==> src/hw/rtl/ppt_pkg.sv <==
`timescale 1ns / 1ps
// ----------------------------------------------------------------------------
// ppt_pkg
// shared widths, codes, packet type and clamp function of the pointer
// packet tracker
// ----------------------------------------------------------------------------
package ppt_pkg;

    localparam int COORD_BITS   = 12;
    localparam int SIZE_BITS    = 13;
    localparam int BYTE_BITS    = 8;
    localparam int CFG_IDX_BITS = 8;
    localparam int SUM_BITS     = COORD_BITS + 2;
    localparam int CMP_BITS     = (COORD_BITS + 1 > SIZE_BITS) ? COORD_BITS + 1 : SIZE_BITS;

    localparam logic [CMP_BITS-1:0]  COORD_SPAN    = CMP_BITS'(1) << COORD_BITS;
    localparam logic [SIZE_BITS-1:0] WIDTH_RESET   = SIZE_BITS'(1024);
    localparam logic [SIZE_BITS-1:0] HEIGHT_RESET  = SIZE_BITS'(768);
    localparam int                   LEFT_BIT      = 0;

    // register indexes on the config port
    localparam logic [CFG_IDX_BITS-1:0] REG_SCREEN_WIDTH  = CFG_IDX_BITS'(0);
    localparam logic [CFG_IDX_BITS-1:0] REG_SCREEN_HEIGHT = CFG_IDX_BITS'(1);

    // position of a byte inside a packet
    localparam logic [1:0] IDX_HEADER = 2'd0;
    localparam logic [1:0] IDX_XDELTA = 2'd1;
    localparam logic [1:0] IDX_YDELTA = 2'd2;

    typedef struct packed {
        logic [BYTE_BITS-1:0] header;
        logic [BYTE_BITS-1:0] x_delta;
        logic [BYTE_BITS-1:0] y_delta;
    } pkt_t;

    // limit a signed sum to [0, size-1], size 0 acting as 1 and
    // sizes above the coordinate span acting as the span
    function automatic logic [COORD_BITS-1:0] clamp_coord(
        input logic signed [SUM_BITS-1:0] v,
        input logic [SIZE_BITS-1:0]       size
    );
        logic [CMP_BITS-1:0]   size_ext;
        logic [COORD_BITS-1:0] max_c;
        logic [COORD_BITS:0]   mag;
        size_ext = CMP_BITS'(size);
        if (size_ext == '0)
            max_c = '0;
        else if (size_ext > COORD_SPAN)
            max_c = '1;
        else
            max_c = COORD_BITS'(size_ext - CMP_BITS'(1));
        mag = v[SUM_BITS-2:0];
        if (v[SUM_BITS-1])
            return '0;
        else if (mag > (COORD_BITS + 1)'(max_c))
            return max_c;
        else
            return mag[COORD_BITS-1:0];
    endfunction

endpackage

==> src/hw/rtl/ppt_if.sv <==
`timescale 1ns / 1ps
// ----------------------------------------------------------------------------
// ppt_if
// valid/ready channels of the pointer packet tracker: raw device bytes,
// cursor reports and configuration writes
// ----------------------------------------------------------------------------
interface ppt_byte_if;
    logic                            valid;
    logic                            ready;
    logic [ppt_pkg::BYTE_BITS-1:0]   data_byte;

    modport source (output valid, output data_byte, input ready);
    modport sink   (input valid, input data_byte, output ready);
endinterface

interface ppt_report_if;
    logic                            valid;
    logic                            ready;
    logic [ppt_pkg::COORD_BITS-1:0]  cursor_x;
    logic [ppt_pkg::COORD_BITS-1:0]  cursor_y;
    logic                            left_pressed;
    logic                            click;
    logic [ppt_pkg::COORD_BITS-1:0]  click_x;
    logic [ppt_pkg::COORD_BITS-1:0]  click_y;

    modport source (output valid, output cursor_x, output cursor_y, output left_pressed,
                    output click, output click_x, output click_y, input ready);
    modport sink   (input valid, input cursor_x, input cursor_y, input left_pressed,
                    input click, input click_x, input click_y, output ready);
endinterface

interface ppt_cfg_if;
    logic                              valid;
    logic                              ready;
    logic [ppt_pkg::CFG_IDX_BITS-1:0]  reg_index;
    logic [ppt_pkg::SIZE_BITS-1:0]     wdata;

    modport source (output valid, output reg_index, output wdata, input ready);
    modport sink   (input valid, input reg_index, input wdata, output ready);
endinterface

==> src/hw/rtl/pointer_packet_tracker_core.sv <==
`timescale 1ns / 1ps
// ----------------------------------------------------------------------------
// pointer_packet_tracker_core
// groups pointing-device bytes into three-byte packets and tracks a
// clamped cursor with left-click detection
// ----------------------------------------------------------------------------
// report path: the third byte of a packet is accepted into the packet
//   register, then the packet moves to the report register and shows valid
// throughput: one byte per cycle; a stalled report only holds back the
//   third byte of the next packet
// reset: byte position, cursor, button history and report valid clear;
//   screen size returns to 1024 x 768
module pointer_packet_tracker_core (
    input  logic            clk,
    input  logic            rst_n,
    ppt_byte_if.sink        dev,
    ppt_report_if.source    cursor,
    ppt_cfg_if.sink         cfg
);

    // packet handoff between the byte collector and the tracker
    logic           pkt_valid;
    logic           pkt_take;
    ppt_pkg::pkt_t  pkt;

    // header, x delta and y delta land in one packet register
    ppt_assembler u_assembler (
        .clk       (clk),
        .rst_n     (rst_n),
        .dev       (dev),
        .pkt_valid (pkt_valid),
        .pkt       (pkt),
        .pkt_take  (pkt_take)
    );

    // cursor add/subtract, clamp to screen, click edge and report register
    ppt_tracker u_tracker (
        .clk       (clk),
        .rst_n     (rst_n),
        .cfg       (cfg),
        .pkt_valid (pkt_valid),
        .pkt       (pkt),
        .pkt_take  (pkt_take),
        .cursor    (cursor)
    );

endmodule

==> src/hw/rtl/ppt_assembler.sv <==
`timescale 1ns / 1ps
// ----------------------------------------------------------------------------
// ppt_assembler
// collects three device bytes into a packet register
// ----------------------------------------------------------------------------
module ppt_assembler (
    input  logic                clk,
    input  logic                rst_n,
    ppt_byte_if.sink            dev,
    output logic                pkt_valid,
    output ppt_pkg::pkt_t       pkt,
    input  logic                pkt_take
);

    logic [1:0]                     byte_index_reg;
    logic [1:0]                     byte_index_next;
    logic [ppt_pkg::BYTE_BITS-1:0]  header_reg;
    logic [ppt_pkg::BYTE_BITS-1:0]  x_delta_reg;
    logic                           pkt_valid_reg;
    logic                           pkt_valid_next;
    ppt_pkg::pkt_t                  pkt_reg;
    logic                           accept;
    logic                           last_byte;

    // only the closing byte needs room in the packet register
    assign last_byte = (byte_index_reg == ppt_pkg::IDX_YDELTA);
    assign dev.ready = !last_byte || !pkt_valid_reg || pkt_take;
    assign accept    = dev.valid && dev.ready;

    always_comb
    begin
        byte_index_next = byte_index_reg;
        pkt_valid_next  = pkt_valid_reg && !pkt_take;
        if (accept)
        begin
            unique case (byte_index_reg)
                ppt_pkg::IDX_XDELTA: byte_index_next = ppt_pkg::IDX_YDELTA;
                ppt_pkg::IDX_YDELTA:
                begin
                    byte_index_next = ppt_pkg::IDX_HEADER;
                    pkt_valid_next  = 1'b1;
                end
                default:             byte_index_next = ppt_pkg::IDX_XDELTA;
            endcase
        end
    end

    always_ff @(posedge clk or negedge rst_n)
    begin
        if (!rst_n)
        begin
            byte_index_reg <= ppt_pkg::IDX_HEADER;
            header_reg     <= '0;
            x_delta_reg    <= '0;
            pkt_valid_reg  <= 1'b0;
        end
        else
        begin
            byte_index_reg <= byte_index_next;
            pkt_valid_reg  <= pkt_valid_next;
            if (accept && byte_index_reg == ppt_pkg::IDX_XDELTA)
                x_delta_reg <= dev.data_byte;
            else if (accept && !last_byte)
                header_reg <= dev.data_byte;
        end
    end

    always_ff @(posedge clk)
    begin
        if (accept && last_byte)
        begin
            pkt_reg.header  <= header_reg;
            pkt_reg.x_delta <= x_delta_reg;
            pkt_reg.y_delta <= dev.data_byte;
        end
    end

    assign pkt_valid = pkt_valid_reg;
    assign pkt       = pkt_reg;

endmodule

==> src/hw/rtl/ppt_tracker.sv <==
`timescale 1ns / 1ps
// ----------------------------------------------------------------------------
// ppt_tracker
// screen size registers, cursor update with clamp, click detect and
// the report register
// ----------------------------------------------------------------------------
module ppt_tracker (
    input  logic                clk,
    input  logic                rst_n,
    ppt_cfg_if.sink             cfg,
    input  logic                pkt_valid,
    input  ppt_pkg::pkt_t       pkt,
    output logic                pkt_take,
    ppt_report_if.source        cursor
);

    logic [ppt_pkg::SIZE_BITS-1:0]          width_reg;
    logic [ppt_pkg::SIZE_BITS-1:0]          height_reg;
    logic [ppt_pkg::COORD_BITS-1:0]         pos_x_reg;
    logic [ppt_pkg::COORD_BITS-1:0]         pos_y_reg;
    logic [ppt_pkg::COORD_BITS-1:0]         pos_x_next;
    logic [ppt_pkg::COORD_BITS-1:0]         pos_y_next;
    logic                                   prev_left_reg;
    logic                                   out_valid_reg;
    logic                                   left;
    logic                                   edge_hit;
    logic signed [ppt_pkg::SUM_BITS-1:0]    sum_x;
    logic signed [ppt_pkg::SUM_BITS-1:0]    sum_y;
    logic [ppt_pkg::COORD_BITS-1:0]         cur_x_reg;
    logic [ppt_pkg::COORD_BITS-1:0]         cur_y_reg;
    logic                                   left_reg;
    logic                                   click_reg;
    logic [ppt_pkg::COORD_BITS-1:0]         click_x_reg;
    logic [ppt_pkg::COORD_BITS-1:0]         click_y_reg;

    assign cfg.ready = 1'b1;
    assign pkt_take  = pkt_valid && (!out_valid_reg || cursor.ready);

    assign left     = pkt.header[ppt_pkg::LEFT_BIT];
    assign edge_hit = left && !prev_left_reg;

    // x gains the delta, y loses it
    assign sum_x = $signed({2'b00, pos_x_reg})
                 + $signed({{(ppt_pkg::SUM_BITS - ppt_pkg::BYTE_BITS){pkt.x_delta[7]}},
                            pkt.x_delta});
    assign sum_y = $signed({2'b00, pos_y_reg})
                 - $signed({{(ppt_pkg::SUM_BITS - ppt_pkg::BYTE_BITS){pkt.y_delta[7]}},
                            pkt.y_delta});

    assign pos_x_next = ppt_pkg::clamp_coord(sum_x, width_reg);
    assign pos_y_next = ppt_pkg::clamp_coord(sum_y, height_reg);

    always_ff @(posedge clk or negedge rst_n)
    begin
        if (!rst_n)
        begin
            width_reg     <= ppt_pkg::WIDTH_RESET;
            height_reg    <= ppt_pkg::HEIGHT_RESET;
            pos_x_reg     <= '0;
            pos_y_reg     <= '0;
            prev_left_reg <= 1'b0;
            out_valid_reg <= 1'b0;
        end
        else
        begin
            if (cfg.valid && cfg.reg_index == ppt_pkg::REG_SCREEN_WIDTH)
                width_reg <= cfg.wdata;
            if (cfg.valid && cfg.reg_index == ppt_pkg::REG_SCREEN_HEIGHT)
                height_reg <= cfg.wdata;
            if (pkt_take)
            begin
                pos_x_reg     <= pos_x_next;
                pos_y_reg     <= pos_y_next;
                prev_left_reg <= left;
                out_valid_reg <= 1'b1;
            end
            else if (cursor.ready)
                out_valid_reg <= 1'b0;
        end
    end

    always_ff @(posedge clk)
    begin
        if (pkt_take)
        begin
            cur_x_reg   <= pos_x_next;
            cur_y_reg   <= pos_y_next;
            left_reg    <= left;
            click_reg   <= edge_hit;
            click_x_reg <= edge_hit ? pos_x_reg : '0;
            click_y_reg <= edge_hit ? pos_y_reg : '0;
        end
    end

    assign cursor.valid        = out_valid_reg;
    assign cursor.cursor_x     = cur_x_reg;
    assign cursor.cursor_y     = cur_y_reg;
    assign cursor.left_pressed = left_reg;
    assign cursor.click        = click_reg;
    assign cursor.click_x      = click_x_reg;
    assign cursor.click_y      = click_y_reg;

endmodule

==> src/flat_wrapper.sv <==
// flat-port wrapper written by rule: the top's interface ports become plain ports
module pointer_packet_tracker_core_flat 
  (clk, rst_n, dev_valid, dev_data_byte, dev_ready, cursor_valid, cursor_cursor_x, cursor_cursor_y, cursor_left_pressed, cursor_click, cursor_click_x, cursor_click_y, cursor_ready, cfg_valid, cfg_reg_index, cfg_wdata, cfg_ready);
  ppt_byte_if dev_i ();
  ppt_report_if cursor_i ();
  ppt_cfg_if cfg_i ();
  input  logic clk;
  input  logic rst_n;
  input wire logic [$bits(dev_i.valid)-1:0] dev_valid;
  input wire logic [$bits(dev_i.data_byte)-1:0] dev_data_byte;
  output wire logic [$bits(dev_i.ready)-1:0] dev_ready;
  output wire logic [$bits(cursor_i.valid)-1:0] cursor_valid;
  output wire logic [$bits(cursor_i.cursor_x)-1:0] cursor_cursor_x;
  output wire logic [$bits(cursor_i.cursor_y)-1:0] cursor_cursor_y;
  output wire logic [$bits(cursor_i.left_pressed)-1:0] cursor_left_pressed;
  output wire logic [$bits(cursor_i.click)-1:0] cursor_click;
  output wire logic [$bits(cursor_i.click_x)-1:0] cursor_click_x;
  output wire logic [$bits(cursor_i.click_y)-1:0] cursor_click_y;
  input wire logic [$bits(cursor_i.ready)-1:0] cursor_ready;
  input wire logic [$bits(cfg_i.valid)-1:0] cfg_valid;
  input wire logic [$bits(cfg_i.reg_index)-1:0] cfg_reg_index;
  input wire logic [$bits(cfg_i.wdata)-1:0] cfg_wdata;
  output wire logic [$bits(cfg_i.ready)-1:0] cfg_ready;
  assign dev_i.valid = dev_valid;
  assign dev_i.data_byte = dev_data_byte;
  assign dev_ready = dev_i.ready;
  assign cursor_valid = cursor_i.valid;
  assign cursor_cursor_x = cursor_i.cursor_x;
  assign cursor_cursor_y = cursor_i.cursor_y;
  assign cursor_left_pressed = cursor_i.left_pressed;
  assign cursor_click = cursor_i.click;
  assign cursor_click_x = cursor_i.click_x;
  assign cursor_click_y = cursor_i.click_y;
  assign cursor_i.ready = cursor_ready;
  assign cfg_i.valid = cfg_valid;
  assign cfg_i.reg_index = cfg_reg_index;
  assign cfg_i.wdata = cfg_wdata;
  assign cfg_ready = cfg_i.ready;
  pointer_packet_tracker_core u_core (.clk(clk), .rst_n(rst_n), .dev(dev_i), .cursor(cursor_i), .cfg(cfg_i));
endmodule
==> config.mk <==
export PLATFORM = sky130hd
export DESIGN_NAME = pointer_packet_tracker_core_flat
export DESIGN_NICKNAME = d
export VERILOG_FILES = /design/src/hw/rtl/ppt_pkg.sv /design/src/hw/rtl/ppt_if.sv /design/src/hw/rtl/pointer_packet_tracker_core.sv /design/src/hw/rtl/ppt_assembler.sv /design/src/hw/rtl/ppt_tracker.sv /design/src/flat_wrapper.sv
export SDC_FILE = /design/constraint.sdc
export NUM_CORES = 1
export LEC_CHECK = 0
export BUFFER_PORTS_ARGS = -buffer_cell sky130_fd_sc_hd__buf_2
export CAP_MARGIN = 20
export CORE_MARGIN = 1
export CORE_UTILIZATION = 50
export CTS_CLUSTER_DIAMETER = 100
export DETAILED_ROUTE_END_ITERATION = 8
export PLACE_DENSITY = 0.8
export SLEW_MARGIN = 0
export SYNTH_ARGS = -nofsm -noshare
export SYNTH_HDL_FRONTEND = slang
export SYNTH_SLANG_ARGS = --single-unit
==> constraint.sdc <==
create_clock -name clk -period 8.8 [get_ports clk]
set_clock_uncertainty 0.2 [all_clocks]
set_input_delay 0 -clock clk [delete_from_list [all_inputs] [get_ports clk]]
set_output_delay 0 -clock clk [all_outputs]
set_load 0.05 [all_outputs]
Word-level counts from Yosys, hierarchy flattened
Index checks and enable logic that the tools add are counted.

word-level totals
  register bits = 131
  latch bits = 0
  RAM bits = 0
  memory bits (read-only) = 0
  input port bits = 34
  word-level logic and storage cells = 66
  memories = 0

cells by class
  add/subtract/negate cells = 4
  $mul = 0
  divide/modulo/power cells = 0
  order comparisons = 4
  eq/ne operators = 3
  shift operators = 0
  multiplexer cells = 13
  bitwise gates (word level) = 1
  reductions and logical operators = 22

operators with widths
  operator                                                count
  two-way mux 12 bit                                      8
  greater-than comparator 13 x 12 -> 1 bit                2
  greater-than comparator 13 bit (second input constant)  2
  logical NOT 13 bit                                      2
  subtractor 12 x 1 -> 12 bit (second input constant)     2
  adder 13 x 8 -> 14 bit                                  1
  subtractor 13 x 8 -> 14 bit                             1
  logical AND 1 bit                                       9
  == test 8 x 1 -> 1 bit (second input constant)          1
  logical NOT 8 bit                                       1
  logical NOT 1 bit                                       5
  two-way mux 1 bit                                       4
  one-hot mux 2 bit (2 select lines)                      1
  logical OR 1 bit                                        3
  == test 2 x 1 -> 1 bit (second input constant)          1
  == test 2 bit (second input constant)                   1
  AND reduction 2 bit                                     1
  nonzero test 2 bit                                      1
  inverter 1 bit                                          1

Longest topological paths before layout
Gate-level depths: netlist of run 1.

  depth in word-level cells = 8
  gate-level depth with buffers = 20
  depth with buffers taken out = 19

Hierarchy
A second synthesis of run 1 with hierarchy kept.

second synthesis, totals
  cell total of the unflattened synthesis = 729
  area total of the unflattened synthesis = 8051.5 sq um

by module, submodules not included
  module         times used  cells each  area an instance (sq um)  sequential area each (sq um)
  ppt_tracker    1           653         6500.0                    2806.4
  ppt_assembler  1           76          1551.5                    1196.1

Worst setup path after synthesis of run 1
No wires, ideal clock.

  path kind = reg2reg
  start point = register u_core.u_assembler.pkt_reg (netlist bit u_core.u_assembler.pkt[15])
  end point = register u_core.u_tracker.cur_x_reg (netlist bit u_core.u_tracker.cursor.cursor_x[0]) (data pin)
  library setup time = 0.266 ns
  arrival time = 3.585 ns
  data required time = 8.334 ns
  slack = 4.749 ns
  stages on the path, launching flop included = 18
  cells stage by stage = edfxtp_1 ha_1 buf_6 and4_1 o211a_1 a211oi_2 o21ai_2 xnor2_1 inv_1 ha_1 nand3_1 nor3_1 o31ai_1 a32oi_1 or3_4 buf_6 mux2i_1 nor2_1

on the way
  cells in the longest elaborated chain, start to end = 4

ends and longest elaborated chain
  element                                    RTL line             source
  from (decl)                                ppt_assembler.sv:21  ppt_pkg::pkt_t pkt_reg;
  adder 13 x 8 -> 14 bit *                   ppt_tracker.sv:44    + $signed({{(ppt_pkg::SUM_BITS - ppt_pkg::BYTE_BITS){pkt.x_delta[7]}},
  greater-than comparator 13 x 12 -> 1 bit   ppt_pkg.sv:55        else if (mag > (COORD_BITS + 1)'(max_c))
  two-way mux 12 bit                         ppt_pkg.sv:55
  two-way mux 12 bit *                       ppt_pkg.sv:53        if (v[SUM_BITS-1])
  net u_core.u_tracker.pos_x_next (one bit)  ppt_tracker.sv:21    logic [ppt_pkg::COORD_BITS-1:0] pos_x_next;
  to (signal assigned)                       ppt_tracker.sv:86    cur_x_reg <= pos_x_next;
  to (decl)                                  ppt_tracker.sv:29    logic [ppt_pkg::COORD_BITS-1:0] cur_x_reg;

Mark *: on every way through the listed nets, which the timed path passes. The rest lies on a longest branch.
A chain may end at the register's enable or synchronous reset.

Worst setup path after layout of run 1
  start point = register u_core.u_tracker.pos_y_reg[5] in the netlist's numbering
  end point = register u_core.u_tracker.cur_y_reg (netlist bit u_core.u_tracker.cursor.cursor_y[10]) (data pin)

on the way
  cells in the longest elaborated chain, start to end = 4

ends and longest elaborated chain
  element                                    RTL line           source
  from (decl)                                ppt_tracker.sv:20  logic [ppt_pkg::COORD_BITS-1:0] pos_y_reg;
  from (signal assigned)                     ppt_tracker.sv:73  pos_y_reg <= pos_y_next;
  subtractor 13 x 8 -> 14 bit *              ppt_tracker.sv:47  - $signed({{(ppt_pkg::SUM_BITS - ppt_pkg::BYTE_BITS){pkt.y_delta[7]}},
  greater-than comparator 13 x 12 -> 1 bit   ppt_pkg.sv:55
  two-way mux 12 bit                         ppt_pkg.sv:55
  two-way mux 12 bit *                       ppt_pkg.sv:53
  net u_core.u_tracker.pos_y_next (one bit)  ppt_tracker.sv:22  logic [ppt_pkg::COORD_BITS-1:0] pos_y_next;
  to (signal assigned)                       ppt_tracker.sv:87  cur_y_reg <= pos_y_next;
  to (decl)                                  ppt_tracker.sv:30  logic [ppt_pkg::COORD_BITS-1:0] cur_y_reg;

Marks and branches as above.

==> results.py, run 1 <==
metrics = {
    "outcome": {
        "status": "finished, final reports clean",
    },
    "clock_tree": {
        "htreeDepth": 4,
        "cts_resized": 0,
        "root_buffer": "clkbuf_16",
        "clk_pin_slew_worst_paths_ns": 0.06,
        "numCtsBuffers": 17,
        "ctsHoldBuffers": 28,
        "post-cts-setup-buffers": 0,
        "cts_tree": "yes",
        "insertion_delay_ns": 0.41,
        "clockBufferDepth": 2,
        "cts_sinks": 131,
    },
    "pwr": {
        "switching_share": 0.404,
        "seqPwrFrac": 0.299,
        "power.density_mw_per_mm2": 339,
        "p_int_mw": 1.81,
        "clock_power_share": 0.218,
        "peakVddDrop_v": 0.000161,
        "p_leak_nw": 4.06,
        "switching_power_mw": 1.23,
        "combPwrFrac": 0.482,
    },
    "global_routing": {
        "grt_usage": 0.226,
        "grt_max_degree": 65,
        "grt_pass1_vias": 5480,
        "antenna_found_initial": 0,
        "grt-ovfl-total": 0,
        "grt_pass1_wl_mm": 27.6,
    },
    "synthesis": {
        "synth_edf_count": 67,
        "synth_nets": 788,
        "synth_area_mm2": 0.00750,
        "yosysSeqAreaShare": 0.482,
        "synthArstFlopShare": 0.489,
        "yosys-top-cells-area": "edfxtp_1 (27%), dfrtp_1 (20%), ha_1 (9.3%)",
        "synth_warnings": 0,
        "yosysTopAreaCellShare": 0.268,
        "synth_ff_type": "edfxtp_1",
        "synthCells": 696,
        "ys_types": 71,
        "synth_most_common_cell": "edfxtp_1",
        "avgSynthCellArea_um2": 10.8,
        "yosysTopAreaCell": "edfxtp_1",
        "ys_ff_latch": 131,
        "synth_common_cells": "edfxtp_1 (67), dfrtp_1 (61), nor2_1 (61)",
    },
    "floorplanning": {
        "die_y_um": 124,
        "fp.dieW_um": 124,
        "core_mm2": 0.0146,
        "floorplan.rows": 44,
        "io_pins": 87,
        "fp.dieArea_mm2": 0.0155,
        "start_util": 0.514,
    },
    "placement": {
        "globalplace.congestion": 0.908,
        "placed_cells": 951,
        "place_area_mm2": 0.00810,
        "io_buffers": 85,
        "hpwl_mm": 12.0,
    },
    "min_path": {
        "holdCritPathClass": "in2reg",
    },
    "critical_path": {
        "worst_setup_path_end_kind": "flip-flop",
        "worstSetupPathType": "reg2reg",
        "arrival_ns": 4.96,
        "worst_setup_path_start_kind": "flip-flop",
        "worstPathRequired_ns": 8.86,
        "cp_max_fo": 11,
    },
    "job": {
        "drv_cap": 0,
    },
    "routing": {
        "avgRoutedWirePerCell_um": 16.7,
        "drt_iter0_drc": 373,
        "drc": 0,
        "first_pass_iters": 5,
        "vias": 5702,
        "routed_via_density": 5.62,
        "drtAntennaViolNets": 0,
        "wirelength_mm": 16.9,
    },
    "timing": {
        "max_slew.worst_pin.slew_ns": 0.974,
        "setup_viol": 0,
        "final_hold_viol_count": 0,
        "fmax_ghz": 0.204,
        "rsz0062_at_grt": "false",
        "min_period_ns": 4.89,
        "fin_crit_sh": 0.556,
        "slew_viol_final": 0,
        "holdWs_ns": 0.103,
        "setup_tns_ns": 0,
        "slew_headroom": 0.348,
    },
    "finish": {
        "design_area_mm2": 0.00896,
        "final_core_util": 0.614,
        "largest_reg_flops": 17,
        "nNetsFinal": 910,
        "n_fill_cell": 1135,
        "insertedDiodeCount": 0,
        "fin_cells": 1014,
        "area_delta_synth_final_pct": 19.5,
        "drive_gt1_frac": 0.222,
    },
}
-- through the flow --
step | total power [mW] | setup slack, ns
finish | 3.04 | 3.91
global placement | 2.30 | 4.08
floorplan | 2.02 | 4.75
detailed placement | 2.34 | 3.98
CTS | 3.03 | 3.82
global route | 3.25 | 3.51
-- area by class of cell --
cell class	count	area, um^2	area share
clock buffer	21	440	0.0491
clock inverter	10	111	0.0124
inverter	39	146	0.0163
multi-input combinational	508	3650	0.407
sequential	131	3620	0.404
tap	184	230	0.0257
timing repair buffer	121	768	0.0857
-- cell usage in the layout (no fill, tap or decap), types with 4 or more instances in the layout --
master,n
nand3_1,11
mux2i_1,7
clkbuf_1,4
ha_1,56
buf_2,86
nor2_1,61
edfxtp_1,67
and2_1,25
xor2_1,11
clkbuf_16,17
nor4_1,13
a21oi_1,25
a21o_1,15
a31oi_1,4
o211ai_1,4
a211oi_1,4
o21ai_0,31
nor2b_1,7
mux2_2,39
a31o_2,8
nor3_1,13
inv_1,38
dlygate4sd3_1,30
o22ai_1,6
dfrtp_1,61
nand2b_1,11
o21a_1,16
o21ai_1,12
nand2_1,55
buf_4,5
xnor2_1,25
-- kinds of logic (layout without fill, tap and decap cells) --
logic type	Yosys count	in the layout	synth area share
AO/OA/AOI/OAI	145	145	0.127
XOR/XNOR	36	36	0.0420
AND/OR/NAND/NOR	219	219	0.146
buffers and inverters	57	191	0.0312
adder cells (fa/ha/maj)	59	59	0.100
multiplexers	48	48	0.0712
flip-flops	131	131	0.482
other	1	1	0.000500
-- power groups by stage --
| stage | Clock, mW | Sequential (mW) | Combinational (mW) |
|---|---|---|---|
| floorplan | 0 | 1.03 | 0.984 |
| global placement | 0 | 0.914 | 1.39 |
| detailed placement | 0 | 0.921 | 1.42 |
| CTS | 0.671 | 0.910 | 1.45 |
| global route | 0.700 | 0.925 | 1.62 |
| finish | 0.664 | 0.910 | 1.47 |
-- routing by layer --
metal | track usage | routed length [um] | share of wire | vias up
li1 | - | - | - | 2747
met3 | 0.0412 | 958 | 0.057 | 23
met2 | 0.341 | 7620 | 0.45 | 196
met4 | 0.0780 | 251 | 0.015 | 0
met5 | 0 | 0 | 0 | -
met1 | 0.326 | 8090 | 0.48 | 2736
-- worst max-delay path, stage by stage (launching register included) --
cell	delay [ns]
dfrtp_1	0.40
ha_1	0.38
nand3_1	0.15
a21boi_0	0.28
nand3_1	0.19
a31o_2	0.27
a21oi_1	0.17
xor2_1	0.20
inv_1	0.06
ha_1	0.30
a2111oi_0	0.37
nand3_1	0.12
o21ai_0	0.23
o2111ai_1	0.41
nand2_1	0.48
mux2_2	0.41
nor2_1	0.13
-- final timing paths --
check / start / end / slack (ns) / cells past startpoint
max: u_core.u_tracker.pos_y_reg[5] / u_core.u_tracker.cursor.cursor_y[10] / 3.91 / 16
min: cfg_reg_index[6] / u_core.u_tracker.width_reg[12] / 0.10 / 7
max reg2reg: u_core.u_tracker.pos_y_reg[5] / u_core.u_tracker.cursor.cursor_y[10] / 3.91 / 16
min reg2reg: u_core.u_assembler.x_delta_reg[3] / u_core.u_assembler.pkt[11] / 0.24 / 0
max in group asynchronous: rst_n / u_core.u_tracker.pos_x_reg[2] / 7.72 / 3
min in group asynchronous: rst_n / u_core.u_tracker.width_reg[0] / 0.12 / 3
No activity file was read; power rests on OpenSTA's default activity.
==> run 2, diff against run 1 <==
Clock period 8.8 ns to 5 ns, I/O delays scaled along.
==> run 2 against run 1 <==
Compared with the run above:
- maximum frequency rose by 6.8%
- routed wire length fell by 0.41%
- clock power rose by 100%
==> results.py, run 2 (synthesis gave the netlist of run 1 again) <==
metrics = {
    "outcome": {
        "status": "finished, final reports clean",
    },
    "routing": {
        "routed_via_density": 5.68,
        "wirelength_mm": 16.9,
        "drt_iter0_drc": 480,
        "first_pass_iters": 5,
        "drtAntennaViolNets": 0,
        "avgRoutedWirePerCell_um": 16.6,
        "vias": 5763,
        "drc": 0,
    },
    "floorplanning": {
        "io_pins": 87,
        "core_mm2": 0.0146,
        "floorplan.rows": 44,
        "fp.dieArea_mm2": 0.0155,
        "die_y_um": 124,
        "fp.dieW_um": 124,
        "start_util": 0.514,
    },
    "global_routing": {
        "grt_usage": 0.228,
        "grt_max_degree": 65,
        "grt_pass1_vias": 5393,
        "grt_use_met1": 0.335,
        "grt-ovfl-total": 0,
        "use_met2": 0.335,
        "grt_busiest_layer": "met2",
        "antenna_found_initial": 0,
        "grt_pass1_wl_mm": 27.8,
        "grtUsageMet3": 0.0477,
    },
    "clock_tree": {
        "clk_pin_slew_worst_paths_ns": 0.06,
        "post-cts-setup-buffers": 0,
        "numCtsBuffers": 17,
        "clockBufferDepth": 2,
        "root_buffer": "clkbuf_16",
        "cts_tree": "yes",
        "insertion_delay_ns": 0.42,
        "htreeDepth": 4,
        "cts_sinks": 131,
    },
    "placement": {
        "placed_cells": 956,
        "io_buffers": 85,
        "globalplace.congestion": 0.921,
        "place_area_mm2": 0.00814,
        "hpwl_mm": 12.2,
    },
    "critical_path": {
        "cp_max_fo": 7,
        "arrival_ns": 4.66,
        "worst_setup_path_end_kind": "flip-flop",
        "worstPathRequired_ns": 5.08,
        "worstSetupPathType": "reg2reg",
        "r2r_slack_ns": 0.42,
        "worst_setup_path_start_kind": "flip-flop",
    },
    "timing": {
        "min_period_ns": 4.58,
        "fmax_ghz": 0.218,
        "max_slew.worst_pin.slew_ns": 1.05,
        "rsz0062_at_grt": "false",
        "setup_tns_ns": 0,
        "final_hold_viol_count": 0,
        "fin_crit_sh": 0.916,
        "slew_headroom": 0.299,
        "slew_viol_final": 0,
        "holdWs_ns": 0.0304,
        "setup_viol": 0,
    },
    "finish": {
        "design_area_mm2": 0.00905,
        "layout_common_cells": "buf_2 (85), edfxtp_1 (67), nor2_1 (61), dfrtp_1 (61), ha_1 (56)",
        "nNetsFinal": 910,
        "final_core_util": 0.620,
        "area_delta_synth_final_pct": 20.6,
        "largest_reg_flops": 17,
        "insertedDiodeCount": 0,
        "mostFrequentLayoutCell": "buf_2",
        "fin_cells": 1015,
        "drive_gt1_frac": 0.229,
    },
    "pwr": {
        "power.density_mw_per_mm2": 616,
        "peakVddDrop_v": 0.000312,
        "p_leak_nw": 4.11,
    },
    "job": {
        "drv_cap": 0,
    },
    "min_path": {
        "holdCritPathClass": "in2reg",
    },
}
==> run 2: changes by cell type in the layout (fill, tap and decap cells not counted) <==
cell,change
dlygate4sd3_1,-3
clkinvlp_4,-1
buf_2,-1
buf_4,+4
inv_6,+2
clkbuf_1,-2
clkinv_2,-1
bufinv_16,+3
==> run 2: layer usage <==
metal  wire length (um)  vias up
met4                255        0
met2               7480      223
met3               1180       26
li1                   -     2765
met5                  0        -
met1               7930     2749
==> run 2: report_power, final <==
group / internal [mW] / switching, mW
registers: 1.46 / 0.144
clock network: 0.885 / 0.470
logic: 1.02 / 1.60
==> run 2: repair_timing <==
| action | in CTS | in global routing |
|---|---|---|
| hold endpoints to repair | 108 | 0 |
| hold buffers | 27 | 0 |
| gates resized for setup | 0 | 0 |
==> run 2: stage by stage <==
step	total power [mW]	worst slack (ns)
2_1_floorplan	3.55	0.949
5_1_grt	5.94	0.119
6_report	5.58	0.419
3_3_place_gp	4.08	0.691
3_5_place_dp	4.15	0.540
4_1_cts	5.55	0.522
==> run 2: layout make-up <==
type / instances / area, um^2
Multi-Input combinational cell: 508 / 3650
Fill cell: 1143 / 5540
Sequential cell: 131 / 3620
Clock inverter: 13 / 206
Timing Repair Buffer: 121 / 763
Tap cell: 184 / 230
Inverter: 39 / 146
Clock buffer: 19 / 433
==> run 2: critical path: stages (launching register included) <==
cell and delay (ns):
dfrtp_1 0.40, ha_1 0.39, nand3_1 0.16, a21boi_0 0.27, nand3_1 0.17, a31o_2 0.27
a21oi_1 0.18, xor2_1 0.20, inv_1 0.07, ha_1 0.30, a2111oi_0 0.43, nand3_1 0.12
o21ai_0 0.24, o2111ai_1 0.17, nand2_1 0.38, mux2_2 0.41, nor2_1 0.09
==> run 2: path summary, 6_finish.rpt <==
kind | depth (start not counted) | start | to
setup / recovery | 16 | u_core.u_tracker.pos_y_reg[5] | u_core.u_tracker.cursor.cursor_y[1]
hold / removal | 6 | cfg_reg_index[5] | u_core.u_tracker.width_reg[0]
setup reg to reg | 16 | u_core.u_tracker.pos_y_reg[5] | u_core.u_tracker.cursor.cursor_y[1]
hold reg to reg | 0 | u_core.u_assembler.x_delta_reg[3] | u_core.u_assembler.pkt[11]
max in group asynchronous | 3 | rst_n | u_core.u_tracker.pos_y_reg[9]
min in group asynchronous | 3 | rst_n | u_core.u_tracker.width_reg[7]
==> run 3, diff against run 2 <==
Settings changed: CELL_PAD_IN_SITES_DETAIL_PLACEMENT set to 0, CELL_PAD_IN_SITES_GLOBAL_PLACEMENT set to 1, CORE_UTILIZATION 50 to 47, PLACE_DENSITY 0.8 to 0.91.
==> run 3 against run 2 <==
Compared with the run above:
- core utilization fell by 2.7 points
- worst setup slack improved by 0.0079 ns
- power fell by 0.21%
- combinational power about the same
- first-iteration DRC count down 8.5%
- non-clock buffer count increased by 5
- sequential power about the same
- clock power hardly changed
- sequential share of layout area fell by 0.31 points
- largest cell class unchanged
- global-route usage shrank 0.20 points
- the flow now finishes with violations (hold timing)
- count of clock-buffer cells in the layout increased by 1
==> results.py, run 3 (synthesis gave the netlist of run 1 again) <==
metrics = {
    "floorplanning": {
        "fp.dieArea_mm2": 0.0165,
        "start_util": 0.488,
        "io_pins": 87,
        "die_y_um": 128,
        "fp.dieW_um": 128,
        "floorplan.rows": 45,
        "core_mm2": 0.0154,
    },
    "global_routing": {
        "grt_pass1_vias": 5543,
        "grt_usage": 0.226,
        "grt_pass1_wl_mm": 28.7,
        "antenna_found_initial": 0,
        "grt_max_degree": 65,
        "grt-ovfl-total": 0,
    },
    "clock_tree": {
        "insertion_delay_ns": 0.41,
        "clk_pin_slew_worst_paths_ns": 0.06,
        "cts_sinks": 131,
        "root_buffer": "clkbuf_16",
        "numCtsBuffers": 17,
        "clockBufferDepth": 2,
        "htreeDepth": 4,
        "cts_tree": "yes",
    },
    "critical_path": {
        "cp_max_fo": 8,
        "reg2reg_from": "u_core.u_assembler.pkt[7]",
        "arrival_ns": 4.64,
        "cp_slowest_stage_delay_ns": 0.41,
        "cp_slowest_cell": "edfxtp_1",
        "worst_setup_path_end_kind": "flip-flop",
        "worstPathRequired_ns": 5.07,
        "cp-startpoint": "u_core.u_assembler.pkt[7]",
        "worstSetupPathType": "reg2reg",
        "path_cells": "inv_1 -> ha_1 -> o21ai_0 -> nand2b_1 -> a31o_2 -> a21oi_1 -> xor2_1 -> inv_1 -> ha_1 -> a2111oi_0 -> nand3_1 -> o21ai_0 -> o2111ai_1 -> nand2_1 -> mux2_2 -> nor2_1",
        "worst_setup_path_start_kind": "flip-flop",
    },
    "finish": {
        "final_core_util": 0.593,
        "layout_common_cells": "buf_2 (85), edfxtp_1 (67), nor2_1 (61), dfrtp_1 (61), ha_1 (56)",
        "multi_input_area_mm2": 0.00365,
        "mostFrequentLayoutCell": "buf_2",
        "insertedDiodeCount": 0,
        "n_fill_cell": 1224,
        "seqCellArea_mm2": 0.00362,
        "nNetsFinal": 915,
        "drive_gt1_frac": 0.230,
        "area_delta_synth_final_pct": 21.5,
        "largest_reg_flops": 17,
    },
    "routing": {
        "avgRoutedWirePerCell_um": 16.9,
        "drtAntennaViolNets": 0,
        "first_pass_iters": 5,
        "vias": 5726,
        "drc": 0,
        "routed_via_density": 5.47,
        "wirelength_mm": 17.7,
        "drt_iter0_drc": 439,
    },
    "timing": {
        "slew_viol_final": 0,
        "max_slew.worst_pin.slew_ns": 0.957,
        "setup_tns_ns": 0,
        "holdWs_ns": -0.0331,
        "fin_crit_sh": 0.915,
        "fmax_ghz": 0.219,
        "rsz0062_at_grt": "false",
        "final_hold_viol_count": 2,
        "min_period_ns": 4.57,
        "slew_headroom": 0.360,
        "setup_viol": 0,
    },
    "placement": {
        "hpwl_mm": 12.9,
        "io_buffers": 85,
        "globalplace.congestion": 0.888,
    },
    "pwr": {
        "peakVddDrop_v": 0.000311,
        "p_leak_nw": 4.10,
        "power.density_mw_per_mm2": 610,
    },
    "min_path": {
        "holdCritPathClass": "in2reg",
        "hp-start": "cfg_reg_index[7]",
    },
    "job": {
        "drv_cap": 0,
    },
    "outcome": {
        "status": "complete, but fails checks",
        "violations": "hold timing",
    },
}
[run 3: cell count changes in the layout (fill, tap and decap cells not counted)]
cell           change
clkinvlp_4         +3
clkinv_1           -1
buf_4              +1
clkbuf_8           +1
bufinv_16          -1
clkinv_2           -1
inv_6              -1
dlygate4sd3_1      +4
[run 3: final cells by class]
cell class | instances | area share
inverters | 39 | 0.0161
clock inverters | 12 | 0.0199
repair buffers | 126 | 0.0889
flip-flops and latches | 131 | 0.397
multi-input cells | 508 | 0.400
well taps | 211 | 0.0290
clock buffers | 20 | 0.0490
[run 3: critical path, delay by kind of cell, from the launching register on]
kind	cells	cell delay (ns)
DFF	1	0.41
AOI/OAI and AO/OA	6	1.43
and+or+nand+nor	4	0.81
xor gates and xnor gates	1	0.21
adders and majority gates	2	0.64
muxes	1	0.40
buffers and inverters	2	0.33
[run 3: metrics by stage]
stage	instances	setup WS [ns]	cell area, um^2	power, mW	hold WS, ns
after floorplan	696	0.949	7500	3.55	-0.496
after global placement	983	0.707	8170	4.10	-0.00250
after detailed placement	983	0.588	8170	4.18	-0.00237
after CTS	1045	0.496	9100	5.55	0.0238
after global routing	1047	0.119	9120	5.92	0.00660
final	1047	0.426	9120	5.56	-0.0331
[run 3: final timing paths]
| kind | end | slack, ns | depth (start not counted) |
|---|---|---|---|
| max | u_core.u_tracker.cursor.cursor_y[11] | 0.43 | 16 |
| min | u_core.u_tracker.width_reg[6] | -0.03 | 5 |
| max reg2reg | u_core.u_tracker.cursor.cursor_y[11] | 0.43 | 16 |
| min reg2reg | u_core.u_assembler.pkt[15] | 0.24 | 0 |
| max in group asynchronous | u_core.u_tracker.pos_x_reg[7] | 3.92 | 3 |
| min in group asynchronous | u_core.u_tracker.width_reg[5] | 0.10 | 3 |
[run 3: what timing repair did]
action                                  CTS  global route
setup buffers                             0             0
hold buffers                             30             1
endpoints found under the hold margin   108             2
endpoints found under the setup margin    0             0
gates resized for setup                   0             0
[run 3: layer usage]
metal | routed length, um | global-route usage | part of all wire
met2 | 8130 | 0.357 | 0.46
met4 | 144 | 0.0540 | 0.0081
met5 | 0 | 0 | 0
met3 | 968 | 0.0482 | 0.055
met1 | 8460 | 0.320 | 0.48
[run 3: where the power goes]
| part | internal (mW) | leakage, nW | switching [mW] |
|---|---|---|---|
| clock | 0.849 | 0.293 | 0.475 |
| combinational | 1.02 | 2.37 | 1.61 |
| sequential | 1.46 | 1.44 | 0.144 |
| total | 3.33 | 4.10 | 2.23 |
